$ cat config.mk
export PLATFORM = sky130hd
export DESIGN_NAME = http_message_framer_unit
export DESIGN_NICKNAME = d
export VERILOG_FILES = /design/src/rtl/hmf_pkg.sv /design/src/rtl/http_message_framer_unit.sv /design/src/rtl/hmf_front.sv /design/src/rtl/hmf_back.sv
export SDC_FILE = /design/constraint.sdc
export NUM_CORES = 1
export LEC_CHECK = 0
export ABC_AREA = 1
export BUFFER_PORTS_ARGS = -buffer_cell sky130_fd_sc_hd__buf_4
export CAP_MARGIN = 5
export CORE_UTILIZATION = 50
export CTS_CLUSTER_DIAMETER = 100
export DETAILED_ROUTE_END_ITERATION = 16
export GPL_TIMING_DRIVEN = 0
export HOLD_SLACK_MARGIN = 0.1
export PLACE_DENSITY = 0.67
export SLEW_MARGIN = 20
export SYNTH_ARGS = -nofsm -noshare
export SYNTH_HDL_FRONTEND = slang
export SYNTH_SLANG_ARGS = --single-unit
$ cat constraint.sdc
create_clock -name clk_i -period 10.05 [get_ports clk_i]
set_input_delay 1.005 -clock clk_i [delete_from_list [all_inputs] [get_ports clk_i]]
set_output_delay 1.005 -clock clk_i [all_outputs]
set_load 0.02 [all_outputs]
$ cat src/rtl/hmf_pkg.sv
`timescale 1ns / 1ps
// ----------------------------------------------------------------------------
// hmf_pkg: shared types and constants of the HTTP message framer
// Phase, mode, role, event and error codes, and the request record that
// travels from the front part to the back part.
// ----------------------------------------------------------------------------
package hmf_pkg;

  localparam int LEN_BITS = 32;

  typedef enum logic [3:0] {
    PH_SKIP     = 4'd0,
    PH_TOK1     = 4'd1,
    PH_TOK2     = 4'd2,
    PH_TOK3     = 4'd3,
    PH_START_LF = 4'd4,
    PH_LINE     = 4'd5,
    PH_KEY      = 4'd6,
    PH_VALUE    = 4'd7,
    PH_VALUE_LF = 4'd8,
    PH_END_LF   = 4'd9,
    PH_BODY     = 4'd10,
    PH_CLINE    = 4'd11,
    PH_CLF      = 4'd12,
    PH_CDATA    = 4'd13,
    PH_CCRLF    = 4'd14,
    PH_TRAILER  = 4'd15
  } phase_e;

  typedef enum logic [1:0] {
    MODE_NONE  = 2'd0,
    MODE_LEN   = 2'd1,
    MODE_CHUNK = 2'd2
  } mode_e;

  localparam logic [1:0] ROLE_HEAD  = 2'd0;
  localparam logic [1:0] ROLE_BODY  = 2'd1;
  localparam logic [1:0] ROLE_FRAME = 2'd2;
  localparam logic [1:0] ROLE_DROP  = 2'd3;

  localparam logic [2:0] EV_NONE     = 3'd0;
  localparam logic [2:0] EV_HEAD     = 3'd1;
  localparam logic [2:0] EV_HEAD_LEN = 3'd2;
  localparam logic [2:0] EV_HEAD_CK  = 3'd3;
  localparam logic [2:0] EV_CSIZE    = 3'd4;
  localparam logic [2:0] EV_CDONE    = 3'd5;
  localparam logic [2:0] EV_MSG_END  = 3'd6;
  localparam logic [2:0] EV_ERROR    = 3'd7;

  localparam logic [3:0] ERR_NONE       = 4'd0;
  localparam logic [3:0] ERR_HEAD_LONG  = 4'd1;
  localparam logic [3:0] ERR_START      = 4'd2;
  localparam logic [3:0] ERR_FIELD      = 4'd3;
  localparam logic [3:0] ERR_BAD_LEN    = 4'd4;
  localparam logic [3:0] ERR_TE_CL      = 4'd5;
  localparam logic [3:0] ERR_DUP_LEN    = 4'd6;
  localparam logic [3:0] ERR_BODY_LONG  = 4'd7;
  localparam logic [3:0] ERR_CHUNK_LINE = 4'd8;
  localparam logic [3:0] ERR_CHUNK_LONG = 4'd9;
  localparam logic [3:0] ERR_NO_CRLF    = 4'd10;
  localparam logic [3:0] ERR_TRAIL_LONG = 4'd11;

  localparam logic CFG_HEAD_LIMIT = 1'b0;
  localparam logic CFG_BODY_LIMIT = 1'b1;

  localparam logic [12:0] HEAD_LIMIT_RESET = 13'd4096;
  localparam logic [31:0] BODY_LIMIT_RESET = 32'd67108864;
  localparam logic [4:0]  CHUNK_LINE_MAX   = 5'd15;
  localparam logic [4:0]  TE_LEN           = 5'd17;
  localparam logic [4:0]  CL_LEN           = 5'd14;

  localparam logic [7:0] CH_CR    = 8'h0D;
  localparam logic [7:0] CH_LF    = 8'h0A;
  localparam logic [7:0] CH_SP    = 8'h20;
  localparam logic [7:0] CH_HT    = 8'h09;
  localparam logic [7:0] CH_COLON = 8'h3A;
  localparam logic [7:0] CH_COMMA = 8'h2C;
  localparam logic [7:0] CH_SEMI  = 8'h3B;

  // front to back request: the byte plus its classification
  typedef struct packed {
    logic [7:0] data;
    logic       hex_ok;
    logic [3:0] hex;
    logic       dig_ok;
    logic [3:0] dig;
    logic       ows;
  } class_t;

  function automatic logic [7:0] to_lower(input logic [7:0] c);
    return (c >= 8'h41 && c <= 8'h5A) ? c + 8'd32 : c;
  endfunction

  function automatic logic [7:0] te_char(input logic [4:0] i);
    logic [7:0] r;
    unique case (i)
      5'd0: r = "t";  5'd1: r = "r";  5'd2: r = "a";  5'd3: r = "n";
      5'd4: r = "s";  5'd5: r = "f";  5'd6: r = "e";  5'd7: r = "r";
      5'd8: r = "-";  5'd9: r = "e";  5'd10: r = "n"; 5'd11: r = "c";
      5'd12: r = "o"; 5'd13: r = "d"; 5'd14: r = "i"; 5'd15: r = "n";
      5'd16: r = "g";
      default: r = 8'h00;
    endcase
    return r;
  endfunction

  function automatic logic [7:0] cl_char(input logic [4:0] i);
    logic [7:0] r;
    unique case (i)
      5'd0: r = "c";  5'd1: r = "o";  5'd2: r = "n";  5'd3: r = "t";
      5'd4: r = "e";  5'd5: r = "n";  5'd6: r = "t";  5'd7: r = "-";
      5'd8: r = "l";  5'd9: r = "e";  5'd10: r = "n"; 5'd11: r = "g";
      5'd12: r = "t"; 5'd13: r = "h";
      default: r = 8'h00;
    endcase
    return r;
  endfunction

  function automatic logic [7:0] ck_char(input logic [2:0] i);
    logic [7:0] r;
    unique case (i)
      3'd0: r = "c"; 3'd1: r = "h"; 3'd2: r = "u"; 3'd3: r = "n";
      3'd4: r = "k"; 3'd5: r = "e"; 3'd6: r = "d";
      default: r = 8'h00;
    endcase
    return r;
  endfunction

endpackage

$ cat src/rtl/http_message_framer_unit.sv
`timescale 1ns / 1ps
// ----------------------------------------------------------------------------
// http_message_framer_unit: HTTP/1.1 framer, one byte per cycle unless full
// Front stage registers and classifies bytes; back stage parses and queues.
// ----------------------------------------------------------------------------
// Accepts one byte per cycle and returns one result per byte at a sustained
// rate of one per cycle while results are popped, set by the parser state
// update in the back stage. A full output queue holds off the parser and
// raises full. A pushed byte is held in the front register, then parsed and
// written into the output queue, where it can be popped. Errors stay set
// until reset. Limit registers are written through cfg_we_i/cfg_idx_i.
module http_message_framer_unit (
  input  logic        clk_i,
  input  logic        rst_ni,
  input  logic        push,
  output logic        full,
  input  logic [7:0]  data_byte_i,
  output logic        empty,
  input  logic        pop,
  output logic [7:0]  out_byte_o,
  output logic [1:0]  byte_role_o,
  output logic [2:0]  event_res_o,
  output logic [31:0] length_value_o,
  output logic [3:0]  error_code_o,
  input  logic        cfg_we_i,
  input  logic        cfg_idx_i,
  input  logic [31:0] cfg_data_i
);
  import hmf_pkg::*;

  logic        req_valid, req_ready;
  class_t      req;
  logic [12:0] head_lim_q;
  logic [31:0] body_lim_q;

  always_ff @(posedge clk_i or negedge rst_ni) begin
    if (!rst_ni) begin
      head_lim_q <= HEAD_LIMIT_RESET;
      body_lim_q <= BODY_LIMIT_RESET;
    end else if (cfg_we_i) begin
      if (cfg_idx_i == CFG_HEAD_LIMIT) head_lim_q <= cfg_data_i[12:0];
      else body_lim_q <= cfg_data_i;
    end
  end

  hmf_front u_front (
    .clk_i, .rst_ni, .push_i(push), .data_byte_i, .full,
    .req_valid_o(req_valid), .req_o(req), .req_ready_i(req_ready)
  );

  hmf_back u_back (
    .clk_i, .rst_ni, .req_valid_i(req_valid), .req_i(req), .req_ready_o(req_ready),
    .head_limit_i(head_lim_q), .body_limit_i(body_lim_q), .empty, .pop,
    .out_byte_o, .byte_role_o, .event_res_o, .length_value_o, .error_code_o
  );

endmodule

$ cat src/rtl/hmf_front.sv
`timescale 1ns / 1ps
// ----------------------------------------------------------------------------
// hmf_front: byte intake and classification
// Registers each byte with its hex and digit values and its blank flag.
// ----------------------------------------------------------------------------
module hmf_front (
  input  logic            clk_i,
  input  logic            rst_ni,
  input  logic            push_i,
  input  logic [7:0]      data_byte_i,
  output logic            full,
  output logic            req_valid_o,
  output hmf_pkg::class_t req_o,
  input  logic            req_ready_i
);
  import hmf_pkg::*;

  logic            valid_q;
  class_t          req_q;
  class_t          cls;
  logic [7:0]      lc;

  assign lc = to_lower(data_byte_i);

  always_comb begin
    cls        = '0;
    cls.data   = data_byte_i;
    cls.ows    = (data_byte_i == CH_SP) || (data_byte_i == CH_HT);
    cls.dig_ok = (data_byte_i >= "0") && (data_byte_i <= "9");
    cls.dig    = data_byte_i[3:0];
    if (cls.dig_ok) begin
      cls.hex_ok = 1'b1;
      cls.hex    = data_byte_i[3:0];
    end else if (lc >= "a" && lc <= "f") begin
      cls.hex_ok = 1'b1;
      cls.hex    = 4'(lc - 8'h57);
    end
  end

  assign full        = valid_q && !req_ready_i;
  assign req_valid_o = valid_q;
  assign req_o       = req_q;

  always_ff @(posedge clk_i or negedge rst_ni) begin
    if (!rst_ni) begin
      valid_q <= 1'b0;
    end else if (!full) begin
      valid_q <= push_i;
    end
  end

  always_ff @(posedge clk_i) begin
    if (!full && push_i) begin
      req_q <= cls;
    end
  end

endmodule

$ cat src/rtl/hmf_back.sv
`timescale 1ns / 1ps
// ----------------------------------------------------------------------------
// hmf_back: parser state machine and result queue
// Advances the message state by one byte a cycle, when the queue has room,
// and places each result in a two-entry output queue.
// ----------------------------------------------------------------------------
module hmf_back (
  input  logic            clk_i,
  input  logic            rst_ni,
  input  logic            req_valid_i,
  input  hmf_pkg::class_t req_i,
  output logic            req_ready_o,
  input  logic [12:0]     head_limit_i,
  input  logic [31:0]     body_limit_i,
  output logic            empty,
  input  logic            pop,
  output logic [7:0]      out_byte_o,
  output logic [1:0]      byte_role_o,
  output logic [2:0]      event_res_o,
  output logic [31:0]     length_value_o,
  output logic [3:0]      error_code_o
);
  import hmf_pkg::*;

  localparam int AW = LEN_BITS + 4;

  phase_e              phase_q, phase_d;
  mode_e               mode_q, mode_d;
  logic [12:0]         hcnt_q, hcnt_d;
  logic [23:0]         last_q, last_d;
  logic [4:0]          kpos_q, kpos_d;
  logic [1:0]          kflg_q, kflg_d;
  logic [4:0]          tok_q, tok_d;
  logic [LEN_BITS-1:0] acc_q, acc_d;
  logic [LEN_BITS-1:0] slen_q, slen_d;
  logic [LEN_BITS-1:0] rem_q, rem_d;
  logic [4:0]          lcnt_q, lcnt_d;
  logic [3:0]          serr_q, serr_d;

  logic [7:0]  b;
  logic [7:0]  lc;
  logic [1:0]  role;
  logic [2:0]  ev;
  logic [3:0]  err;
  logic [LEN_BITS-1:0] len;
  logic [AW-1:0] dec_ext, hex_ext;
  logic        fire;
  logic        cr, lf;

  // output queue
  logic [1:0]  cnt_q;
  logic        rd_q, wr_q;
  logic [44:0] mem_q [2];
  logic [44:0] wdata;

  assign req_ready_o = (cnt_q != 2'd2);
  assign fire        = req_valid_i && req_ready_o;
  assign b           = req_i.data;
  assign lc          = to_lower(b);
  assign cr          = (b == CH_CR);
  assign lf          = (b == CH_LF);
  assign dec_ext     = {4'd0, acc_q} * AW'(10) + AW'(req_i.dig);
  assign hex_ext     = {acc_q, 4'd0} + AW'(req_i.hex);

  function automatic logic [31:0] clip(input logic [LEN_BITS-1:0] v);
    return 32'(v);
  endfunction

  always_comb begin
    logic [3:0] s;
    logic       f;
    logic [1:0] nf;
    phase_d = phase_q; mode_d = mode_q; hcnt_d = hcnt_q; last_d = last_q;
    kpos_d = kpos_q; kflg_d = kflg_q; tok_d = tok_q; acc_d = acc_q;
    slen_d = slen_q; rem_d = rem_q; lcnt_d = lcnt_q; serr_d = serr_q;
    role = ROLE_HEAD; ev = EV_NONE; err = ERR_NONE; len = '0;
    s = 4'd0; f = 1'b0; nf = 2'd0;

    if (serr_q != ERR_NONE) begin
      role = ROLE_DROP;
    end else begin
      if (phase_q <= PH_END_LF) begin
        if (hcnt_q >= head_limit_i) err = ERR_HEAD_LONG;
        else hcnt_d = hcnt_q + 13'd1;
      end
      if (err == ERR_NONE) begin
        unique case (phase_q)
          PH_SKIP: begin
            if (!(req_i.ows || cr || lf)) phase_d = PH_TOK1;
          end
          PH_TOK1: begin
            if (b == CH_SP) begin
              phase_d = PH_TOK2; lcnt_d = '0;
            end else if (cr || lf) err = ERR_START;
          end
          PH_TOK2: begin
            if (b == CH_SP) begin
              if (lcnt_q == '0) err = ERR_START; else phase_d = PH_TOK3;
            end else if (cr || lf) err = ERR_START;
            else lcnt_d = 5'd1;
          end
          PH_TOK3: begin
            if (cr) phase_d = PH_START_LF;
            else if (lf) err = ERR_START;
          end
          PH_START_LF: begin
            if (lf) phase_d = PH_LINE; else err = ERR_START;
          end
          PH_LINE: begin
            if (cr) phase_d = PH_END_LF;
            else if (req_i.ows || b == CH_COLON || lf) err = ERR_FIELD;
            else begin
              kflg_d = {lc == cl_char(5'd0), lc == te_char(5'd0)};
              kpos_d = 5'd1;
              phase_d = PH_KEY;
            end
          end
          PH_KEY: begin
            if (b == CH_COLON) begin
              nf[0] = kflg_q[0] && (kpos_q == TE_LEN);
              nf[1] = kflg_q[1] && (kpos_q == CL_LEN);
              kflg_d = nf; tok_d = '0; acc_d = '0; phase_d = PH_VALUE;
            end else if (cr || lf) err = ERR_FIELD;
            else begin
              if (!(kpos_q < TE_LEN && lc == te_char(kpos_q))) kflg_d[0] = 1'b0;
              if (!(kpos_q < CL_LEN && lc == cl_char(kpos_q))) kflg_d[1] = 1'b0;
              if (kpos_q < 5'd31) kpos_d = kpos_q + 5'd1;
            end
          end
          PH_VALUE: begin
            if (cr) phase_d = PH_VALUE_LF;
            else if (lf) err = ERR_FIELD;
            else if (kflg_q[0]) begin
              s = tok_q[3:0]; f = tok_q[4];
              if (b == CH_COMMA) begin
                if (s == 4'd7 || s == 4'd8) f = 1'b1;
                s = 4'd0;
              end else if (req_i.ows) begin
                if (s >= 4'd1 && s <= 4'd6) s = 4'd15;
                else if (s == 4'd7) s = 4'd8;
              end else if (s < 4'd7 && lc == ck_char(s[2:0])) s = s + 4'd1;
              else s = 4'd15;
              tok_d = {f, s};
            end else if (kflg_q[1]) begin
              unique case (tok_q)
                5'd0: begin
                  if (req_i.dig_ok) begin
                    acc_d = LEN_BITS'(req_i.dig); tok_d = 5'd1;
                  end else if (!req_i.ows) tok_d = 5'd3;
                end
                5'd1: begin
                  if (req_i.dig_ok) begin
                    if (dec_ext[AW-1:LEN_BITS] != '0) tok_d = 5'd3;
                    else acc_d = dec_ext[LEN_BITS-1:0];
                  end else if (req_i.ows) tok_d = 5'd2;
                  else tok_d = 5'd3;
                end
                5'd2: if (!req_i.ows) tok_d = 5'd3;
                default: tok_d = 5'd3;
              endcase
            end
          end
          PH_VALUE_LF: begin
            if (!lf) err = ERR_FIELD;
            else begin
              if (kflg_q[0]) begin
                if (tok_q[4] || tok_q[3:0] == 4'd7 || tok_q[3:0] == 4'd8) begin
                  if (mode_q == MODE_LEN) err = ERR_TE_CL;
                  else mode_d = MODE_CHUNK;
                end
              end else if (kflg_q[1]) begin
                if (mode_q == MODE_CHUNK) err = ERR_TE_CL;
                else if (tok_q != 5'd1 && tok_q != 5'd2) err = ERR_BAD_LEN;
                else if (mode_q == MODE_LEN) begin
                  if (acc_q != slen_q) err = ERR_DUP_LEN;
                end else begin
                  mode_d = MODE_LEN; slen_d = acc_q;
                end
              end
              if (err == ERR_NONE) phase_d = PH_LINE;
            end
          end
          PH_END_LF: begin
            if (!lf) err = ERR_FIELD;
            else if (mode_q == MODE_LEN) begin
              if ({{(AW-LEN_BITS){1'b0}}, slen_q} > AW'(body_limit_i)) err = ERR_BODY_LONG;
              else begin
                ev = EV_HEAD_LEN; len = slen_q;
                if (slen_q == '0) phase_d = PH_SKIP;
                else begin
                  rem_d = slen_q; phase_d = PH_BODY;
                end
              end
            end else if (mode_q == MODE_CHUNK) begin
              ev = EV_HEAD_CK;
              phase_d = PH_CLINE; lcnt_d = '0; tok_d = '0; acc_d = '0;
            end else begin
              ev = EV_HEAD; phase_d = PH_SKIP;
            end
          end
          PH_BODY: begin
            role = ROLE_BODY;
            rem_d = rem_q - LEN_BITS'(1);
            if (rem_d == '0) begin
              ev = EV_MSG_END; phase_d = PH_SKIP;
            end
          end
          PH_CLINE: begin
            role = ROLE_FRAME;
            if (cr) begin
              if (lcnt_q == '0) err = ERR_CHUNK_LINE; else phase_d = PH_CLF;
            end else if (lf || lcnt_q >= CHUNK_LINE_MAX) err = ERR_CHUNK_LINE;
            else begin
              lcnt_d = lcnt_q + 5'd1;
              if (tok_q == '0) begin
                if (req_i.hex_ok) begin
                  if (acc_q[LEN_BITS-1 -: 4] != 4'd0) err = ERR_CHUNK_LONG;
                  else acc_d = hex_ext[LEN_BITS-1:0];
                end else if (b == CH_SEMI && lcnt_q != '0) tok_d = 5'd1;
                else err = ERR_CHUNK_LINE;
              end
            end
          end
          PH_CLF: begin
            role = ROLE_FRAME;
            if (!lf) err = ERR_CHUNK_LINE;
            else if ({{(AW-LEN_BITS){1'b0}}, acc_q} > AW'(body_limit_i)) err = ERR_CHUNK_LONG;
            else begin
              ev = EV_CSIZE; len = acc_q;
              if (acc_q == '0) begin
                phase_d = PH_TRAILER; hcnt_d = '0; last_d = '0;
              end else begin
                rem_d = acc_q; phase_d = PH_CDATA;
              end
            end
          end
          PH_CDATA: begin
            role = ROLE_BODY;
            rem_d = rem_q - LEN_BITS'(1);
            if (rem_d == '0) begin
              phase_d = PH_CCRLF; lcnt_d = '0;
            end
          end
          PH_CCRLF: begin
            role = ROLE_FRAME;
            if (lcnt_q == '0) begin
              if (cr) lcnt_d = 5'd1; else err = ERR_NO_CRLF;
            end else if (lf) begin
              ev = EV_CDONE;
              phase_d = PH_CLINE; lcnt_d = '0; tok_d = '0; acc_d = '0;
            end else err = ERR_NO_CRLF;
          end
          PH_TRAILER: begin
            role = ROLE_FRAME;
            if (hcnt_q >= head_limit_i) err = ERR_TRAIL_LONG;
            else begin
              hcnt_d = hcnt_q + 13'd1;
              if (lf && ((hcnt_d == 13'd2 && last_q[7:0] == CH_CR) ||
                         last_q == 24'h0D0A0D)) begin
                ev = EV_MSG_END; phase_d = PH_SKIP;
              end else last_d = {last_q[15:0], b};
            end
          end
          default: ;
        endcase
      end
      if (err == ERR_NONE && phase_d == PH_SKIP && phase_q != PH_SKIP) begin
        mode_d = MODE_NONE; hcnt_d = '0; last_d = '0; kpos_d = '0; kflg_d = 2'b11;
        tok_d = '0; acc_d = '0; slen_d = '0; rem_d = '0; lcnt_d = '0;
      end
      if (err != ERR_NONE) begin
        serr_d = err; role = ROLE_DROP; ev = EV_ERROR; len = '0;
      end
    end
  end

  assign wdata = {b, role, ev, clip(len)};

  always_ff @(posedge clk_i or negedge rst_ni) begin
    if (!rst_ni) begin
      phase_q <= PH_SKIP; mode_q <= MODE_NONE; hcnt_q <= '0; last_q <= '0;
      kpos_q <= '0; kflg_q <= 2'b11; tok_q <= '0; acc_q <= '0; slen_q <= '0;
      rem_q <= '0; lcnt_q <= '0; serr_q <= ERR_NONE;
      cnt_q <= '0; rd_q <= 1'b0; wr_q <= 1'b0;
    end else begin
      if (fire) begin
        phase_q <= phase_d; mode_q <= mode_d; hcnt_q <= hcnt_d; last_q <= last_d;
        kpos_q <= kpos_d; kflg_q <= kflg_d; tok_q <= tok_d; acc_q <= acc_d;
        slen_q <= slen_d; rem_q <= rem_d; lcnt_q <= lcnt_d; serr_q <= serr_d;
        wr_q <= ~wr_q;
      end
      if (pop && !empty) rd_q <= ~rd_q;
      cnt_q <= cnt_q + 2'(fire) - 2'(pop && !empty);
    end
  end

  // error code rides with each entry
  logic [3:0] ecode_q [2];
  always_ff @(posedge clk_i) begin
    if (fire) begin
      mem_q[wr_q]   <= wdata;
      ecode_q[wr_q] <= serr_d;
    end
  end

  assign empty          = (cnt_q == 2'd0);
  assign out_byte_o     = mem_q[rd_q][44:37];
  assign byte_role_o    = mem_q[rd_q][36:35];
  assign event_res_o    = mem_q[rd_q][34:32];
  assign length_value_o = mem_q[rd_q][31:0];
  assign error_code_o   = ecode_q[rd_q];

endmodule
==> results of run 1 <==
-- area by class of cell --
class                           count  area, µm²
Timing Repair Buffer              102      885.9
Clock buffer                       51       1074
Fill cell                        4861      21170
Clock inverter                     21      160.2
Multi-Input combinational cell   2676      13900
Buffer                            103      464.2
Sequential cell                   323       8653
Tap cell                          664      830.8
Inverter                          458       1719
-- cells in the final DEF (no fill, tap or decap), drive strengths merged, types with 2 or more instances in the layout --
master	synthesis	layout
inv	455	458
xor2	33	33
nand3	184	184
a2111oi	2	2
nor4	20	20
fa	2	2
nor3b	2	2
clkbuf	72	123
a32o	9	9
nand3b	13	13
o32ai	33	33
edfxtp	113	113
nand4	75	75
or2	6	6
a221oi	2	2
a31oi	9	9
o221ai	28	28
dfrtp	206	206
o311ai	2	2
o2111ai	4	4
o21a	4	4
o211ai	17	17
clkinv	3	20
ha	172	172
a21oi	116	116
a211o	2	2
and2	2	2
a22oi	14	14
o21ai	223	223
a22o	2	2
nand2	1136	1136
a211oi	2	2
buf	31	133
o31ai	25	25
xnor2	37	37
nor3	33	33
o22ai	21	21
o21bai	11	11
nor2	429	429
dfstp	4	4
-- per-layer routing --
metal	vias to the layer above	global-route usage	wire (µm)
li1	12030	-	-
met4	0	0.07242	1613
met1	11340	0.4501	36150
met5	-	0	0
met3	101	0.03815	5489
met2	829	0.4926	34950
-- final timing paths --
kind / to / cells after the start / slack (ps) / start
max: u_back.rem_q[30] / 19 / 4950 / u_back.acc_q[30]
min: u_back.hcnt_q[4] / 1 / 360 / rst_ni
max reg2reg: u_back.rem_q[30] / 19 / 4950 / u_back.acc_q[30]
min reg2reg: u_back.last_q[22] / 2 / 470 / u_back.last_q[22]
max in group asynchronous: body_lim_q[26] / 3 / 8450 / rst_ni
min in group clk_i: u_back.last_q[22] / 2 / 470 / u_back.last_q[22]
-- cells by family after synthesis --
| logic type | after synthesis | share of synthesized area |
|---|---|---|
| compound gates | 531 | 0.1311 |
| xor+xnor | 70 | 0.02480 |
| flops | 323 | 0.3501 |
| fa+ha+maj | 174 | 0.08868 |
| buf+inv | 561 | 0.08833 |
| simple gates | 1901 | 0.3171 |
-- worst max-delay path, stage by stage (launching register included) --
cell      delay [ps]
dfrtp_1          550
ha_1             370
nand2_1           60
nor2_1           150
nand2_1          110
nor4_1           780
nand3_1          210
nand2_1          180
nand2_1          220
o21ai_0          440
nor2_1            70
nand3_1           80
nand2_1           50
nand2_1          100
nor2_2            70
nand2_4          130
inv_2            140
o21ai_2          520
clkbuf_1         540
o21ai_0          180
-- metrics by stage --
step	cells	setup WS, ps
6_report	4398	4950
5_1_grt	4398	4725
4_1_cts	4398	5146
3_5_place_dp	4326	5130
3_3_place_gp	4320	5124
2_1_floorplan	3560	6378
-- power by group through the flow --
stage	sequential, mW	combinational, mW	clock (mW)
floorplan	1.70	0.961	0
CTS	1.71	1.55	1.39
finish	1.71	1.55	1.37
detailed placement	1.73	1.55	0
global placement	1.75	1.48	0
global route	1.73	1.72	1.44
-- sequential cells by signal, summed over array words and instances (netlist names), 8 cells and up --
signal and count:
head_lim_q 13, u_back.rem_q 32, u_back.slen_q 32, u_back.hcnt_q 13, u_back.ecode_q 8, u_back.last_q 24, u_back.mem_q 90, u_front.req_o 15
u_back.acc_q 32, body_lim_q 32
==> out/metrics.cfg, run 1 <==
[sta]
fmax_mhz=196.1
rsz0062_at_grt=no
slew_violations=0
hold_viol=0
slew_headroom=0.3158
finalCritPeriodShare=0.5075
worst_pin_slew_ps=1017
fin_skew_ps=37.18
hold_ws_ps=358.0
min_period_ps=5100
setup_violations=0
tns_ps=0

[setup_path]
cp-start-kind=flop
worst_setup_path_end_kind=flop
arrival_ps=5530
path_class=flop to flop
crit_fanout=10
worstPathRequired_ps=10480

[final_layout]
nets=3923
syn2layout_area_growth_pct=12.00
stdcell_area_mm2=0.02768
post_route_cells_drive_above_1_share=0.06615
final_core_util=0.5667
antenna_cells=0

[detailed_routing]
wirelength_um=78210
wl_per_cell_um=17.78
routed_via_density=5.527
drcViolationCount=0
drtIter0Drc=2426
vias=24310
first_pass_iters=6
ant_nets=0

[cts]
cts_inserted_buffers=39
post_cts_resized=0
clkTransAtPathRegs_ps=60
clockBufferDepth=3
cts_tree=yes
h-tree-depth=2
postCtsHoldBufs=0
cts.sinks=323
clk_latency_ps=580
clockRootBuffer=clkbuf_16
cts_setup_buffers=0

[yosys]
synth.most_common_cell=nand2_1
yosys_most_used_dff=dfrtp_1
synthTopCellsByArea=dfrtp_1, nand2_1, edfxtp_1
synth_seq_cells=323
yosysWarnings=0
yosysUniqueCellTypes=60
ys_async_sr_fraction=0.6502
yosys-top-cells-count=nand2_1, inv_1, nor2_1
yosysSeqAreaShare=0.3501
syn_area_per_cell_um2=6.943
synth_top_cell_by_area=dfrtp_1
synth_area_mm2=0.02472
syn_inst=3560
synth_top_area_share=0.2085
syn_nets=3780
synth_edf_count=113

[min_path]
min_path_type=input port to async pin

[global_route]
grt_antenna_before_repair=0
grt_max_degree=97
grt_pass1_vias=22400
grt_pass1_wl_um=123300
gr-usage-all-layers=0.3103
grt_overflow=0

[placed_design]
port_buffers=96
dp.final_hpwl_um=60890
place_congestion=0.9818
dpl_cell_area_mm2=0.02645

[status]
status=finished clean

[pwr]
combPwrFrac=0.334
swShare=0.3749
power_density_mw_per_mm2=167.3
finalPower_mw=4.631
peakVddDrop_mv=0.09577
p_switching_mw=1.736
p_clk_frac=0.296
power.internal_mw=2.895
p_seq_frac=0.369
p_leak_nw=13.28

[floorplan]
die_x_um=224.3
die_area_mm2=0.05033
core_mm2=0.04885
rows=81
start_util=0.5060
io_pins=97
die_y_um=224.3

[flow_run]
maxCapViolCount=0

(Power assumes the default switching activity.)
==> run 2, diff against run 1 <==
--- a/config.mk
+++ b/config.mk
@@ -13,7 +13,7 @@
 export DETAILED_ROUTE_END_ITERATION = 16
 export GPL_TIMING_DRIVEN = 0
 export HOLD_SLACK_MARGIN = 0.1
-export PLACE_DENSITY = 0.67
+export PLACE_DENSITY = 0.69
 export SLEW_MARGIN = 20
 export SYNTH_ARGS = -nofsm -noshare
 export SYNTH_HDL_FRONTEND = slang
==> constraint.sdc (replaced) <==
create_clock -name clk_i -period 4.5 [get_ports clk_i]
set_input_delay 0.45 -clock clk_i [delete_from_list [all_inputs] [get_ports clk_i]]
set_output_delay 0.45 -clock clk_i [all_outputs]
set_load 0.02 [all_outputs]
==> run 2 against run 1 <==
Hold slack lost 230 ps. Sequential power is 120% higher. Largest power group unchanged. Combinational power up 120%. Largest cell class unchanged. Critical path type unchanged.
==> out/metrics.cfg, run 2 (synthesis gave the netlist of run 1 again) <==
[pwr]
p_switching_mw=3.882  ; was 1.736 mW
power.internal_mw=6.550  ; was 2.895 mW
combPwrFrac=0.333  ; was 0.334
swShare=0.3721  ; was 0.3749
p_seq_frac=0.366  ; was 0.369
power_density_mw_per_mm2=371.3  ; was 167.3 mW/mm²
peakVddDrop_mv=0.2637  ; was 0.09577 mV
finalPower_mw=10.43  ; was 4.631 mW
p_clk_frac=0.302  ; was 0.296
p_leak_nw=13.41  ; was 13.28 nW

[setup_path]
crit_buf_inv=1  ; was 2
worstPathRequired_ps=4950  ; was 10480 ps
arrival_ps=4680  ; was 5530 ps
crit_slowest_cell=dfrtp_2  ; was nor4_1
path_class=flop to flop  ; unchanged
critPathMostFrequentCell=nand2_1  ; unchanged
crit_fanout=9  ; was 10
critPathMaxStageDelay_ps=530  ; was 780 ps
worst_setup_path_end_kind=flop  ; unchanged
worst_path_dominant_cell_family=simple AND/OR/NAND/NOR gates  ; unchanged
cp-start-kind=flop  ; unchanged

[floorplan]
die_y_um=224.3  ; unchanged
rows=81  ; unchanged
io_pins=97  ; unchanged
core_mm2=0.04885  ; unchanged
die_area_mm2=0.05033  ; unchanged
die_x_um=224.3  ; unchanged
start_util=0.5060  ; unchanged

[global_route]
grt_pass1_wl_um=122000  ; was 123300 µm
grt_pass1_vias=22440  ; was 22400
grt_max_degree=93  ; was 97
grt_antenna_before_repair=0  ; unchanged
grt_overflow=0  ; unchanged
gr-usage-all-layers=0.3061  ; was 0.3103

[cts]
h-tree-depth=2  ; unchanged
clockBufferDepth=3  ; unchanged
clk_latency_ps=570  ; was 580 ps
cts.sinks=323  ; unchanged
cts_tree=yes  ; unchanged
clkTransAtPathRegs_ps=60  ; about the same
clockRootBuffer=clkbuf_16  ; unchanged
cts_inserted_buffers=38  ; was 39

[sta]
finalCritPeriodShare=0.9400  ; was 0.5075
hold_viol=0  ; unchanged
hold_ws_ps=125.6  ; was 358.0 ps
fin_skew_ps=31.82  ; was 37.18 ps
tns_ps=0  ; unchanged
min_period_ps=4230  ; was 5100 ps
slew_headroom=0.3594  ; was 0.3158
setup_violations=0  ; unchanged
fmax_mhz=236.4  ; was 196.1 MHz
worst_pin_slew_ps=960.9  ; was 1017 ps
slew_violations=0  ; unchanged

[detailed_routing]
wirelength_um=77380  ; was 78210 µm
routed_via_density=5.549  ; was 5.527
first_pass_iters=6  ; unchanged
drcViolationCount=0  ; unchanged
vias=24510  ; was 24310
wl_per_cell_um=17.52  ; was 17.78 µm
ant_nets=0  ; unchanged
drtIter0Drc=2214  ; was 2426

[placed_design]
place_congestion=0.9706  ; was 0.9818
dpl_cell_area_mm2=0.02644  ; was 0.02645 mm²
port_buffers=96  ; unchanged
dp.final_hpwl_um=60000  ; was 60890 µm

[final_layout]
final_cell_mix=nand2_1, inv_1, nor2_1  ; unchanged
regMostFlops=u_back.mem_q  ; unchanged
stdcell_area_mm2=0.02810  ; was 0.02768 mm²
final_core_util=0.5752  ; was 0.5667
post_route_cells_drive_above_1_share=0.08820  ; was 0.06615
fillCellCount=4817  ; was 4861
antenna_cells=0  ; unchanged
syn2layout_area_growth_pct=13.67  ; was 12.00%
nets=3944  ; was 3923
largest_reg_flops=90  ; unchanged
final_common_cell=nand2_1  ; unchanged

[status]
status=finished clean  ; unchanged

[min_path]
min_path_type=input port to flop  ; was input port to async pin

[flow_run]
maxCapViolCount=0  ; unchanged

==> run 2: power by group through the flow <==
stage,combinational (mW),sequential [mW],clock [mW]
after detailed placement,3.44,3.86,0
final,3.47,3.81,3.15
after CTS,3.46,3.81,3.18
after global placement,3.29,3.90,0
after floorplan,2.15,3.80,0
after global routing,3.84,3.85,3.29
==> run 2: layout make-up <==
type	count	area [µm²]	area share
multi-input combinational	2676	14060	0.5005
sequential	323	8683	0.3090
timing repair buffer	124	1069	0.03803
buffer	103	478.0	0.01701
tap	664	830.8	0.02957
clock inverter	20	201.4	0.007170
inverter	458	1719	0.06119
clock buffer	49	1054	0.03750
==> run 2: per-stage QoR <==
step	worst slack [ps]	std cells
after CTS	7.329	4400
after global routing	-44.23	4417
after floorplan	827.9	3560
after global placement	-356.2	4320
final	270.0	4417
after detailed placement	-341.9	4326
==> run 2: repair_timing <==
item | 4_1_cts | 5_1_grt
hold endpoints to repair | 56 | 0
gates resized for setup | 13 | 71
buffers inserted | 0 | 17
setup endpoints to repair | 71 | 149
hold buffers | 5 | 0
pin swaps | 0 | 4
==> run 2: worst reg2reg max path, delay by kind of cell (launching register included) <==
family,cells,cell delay (ps)
flops,1,530
simple gates,21,2590
xor+xnor,1,240
buf+inv,1,90
fa+ha+maj,2,730
==> run 2: path summary, 6_finish.rpt <==
kind                                   from           endpoint  slack, ps  depth (start not counted)
hold / removal               data_byte_i[7]  u_front.req_o[18]        130                          1
hold reg to reg            u_back.serr_q[0]   u_back.serr_q[0]        480                          2
setup reg to reg            u_back.acc_q[5]    u_back.tok_q[3]        270                         25
min in group asynchronous            rst_ni   u_back.hcnt_q[6]        390                          2
setup / recovery            u_back.acc_q[5]    u_back.tok_q[3]        270                         25
max in group asynchronous            rst_ni   u_back.acc_q[22]       2850                          4
==> run 2: metal layers <==
metal / track usage / vias up / wire [µm]
met5: 0 / - / 0
met4: 0.09282 / 0 / 2231
met3: 0.03579 / 136 / 5140
met2: 0.4766 / 882 / 34190
met1: 0.4447 / 11390 / 35820
li1: - / 12100 / -
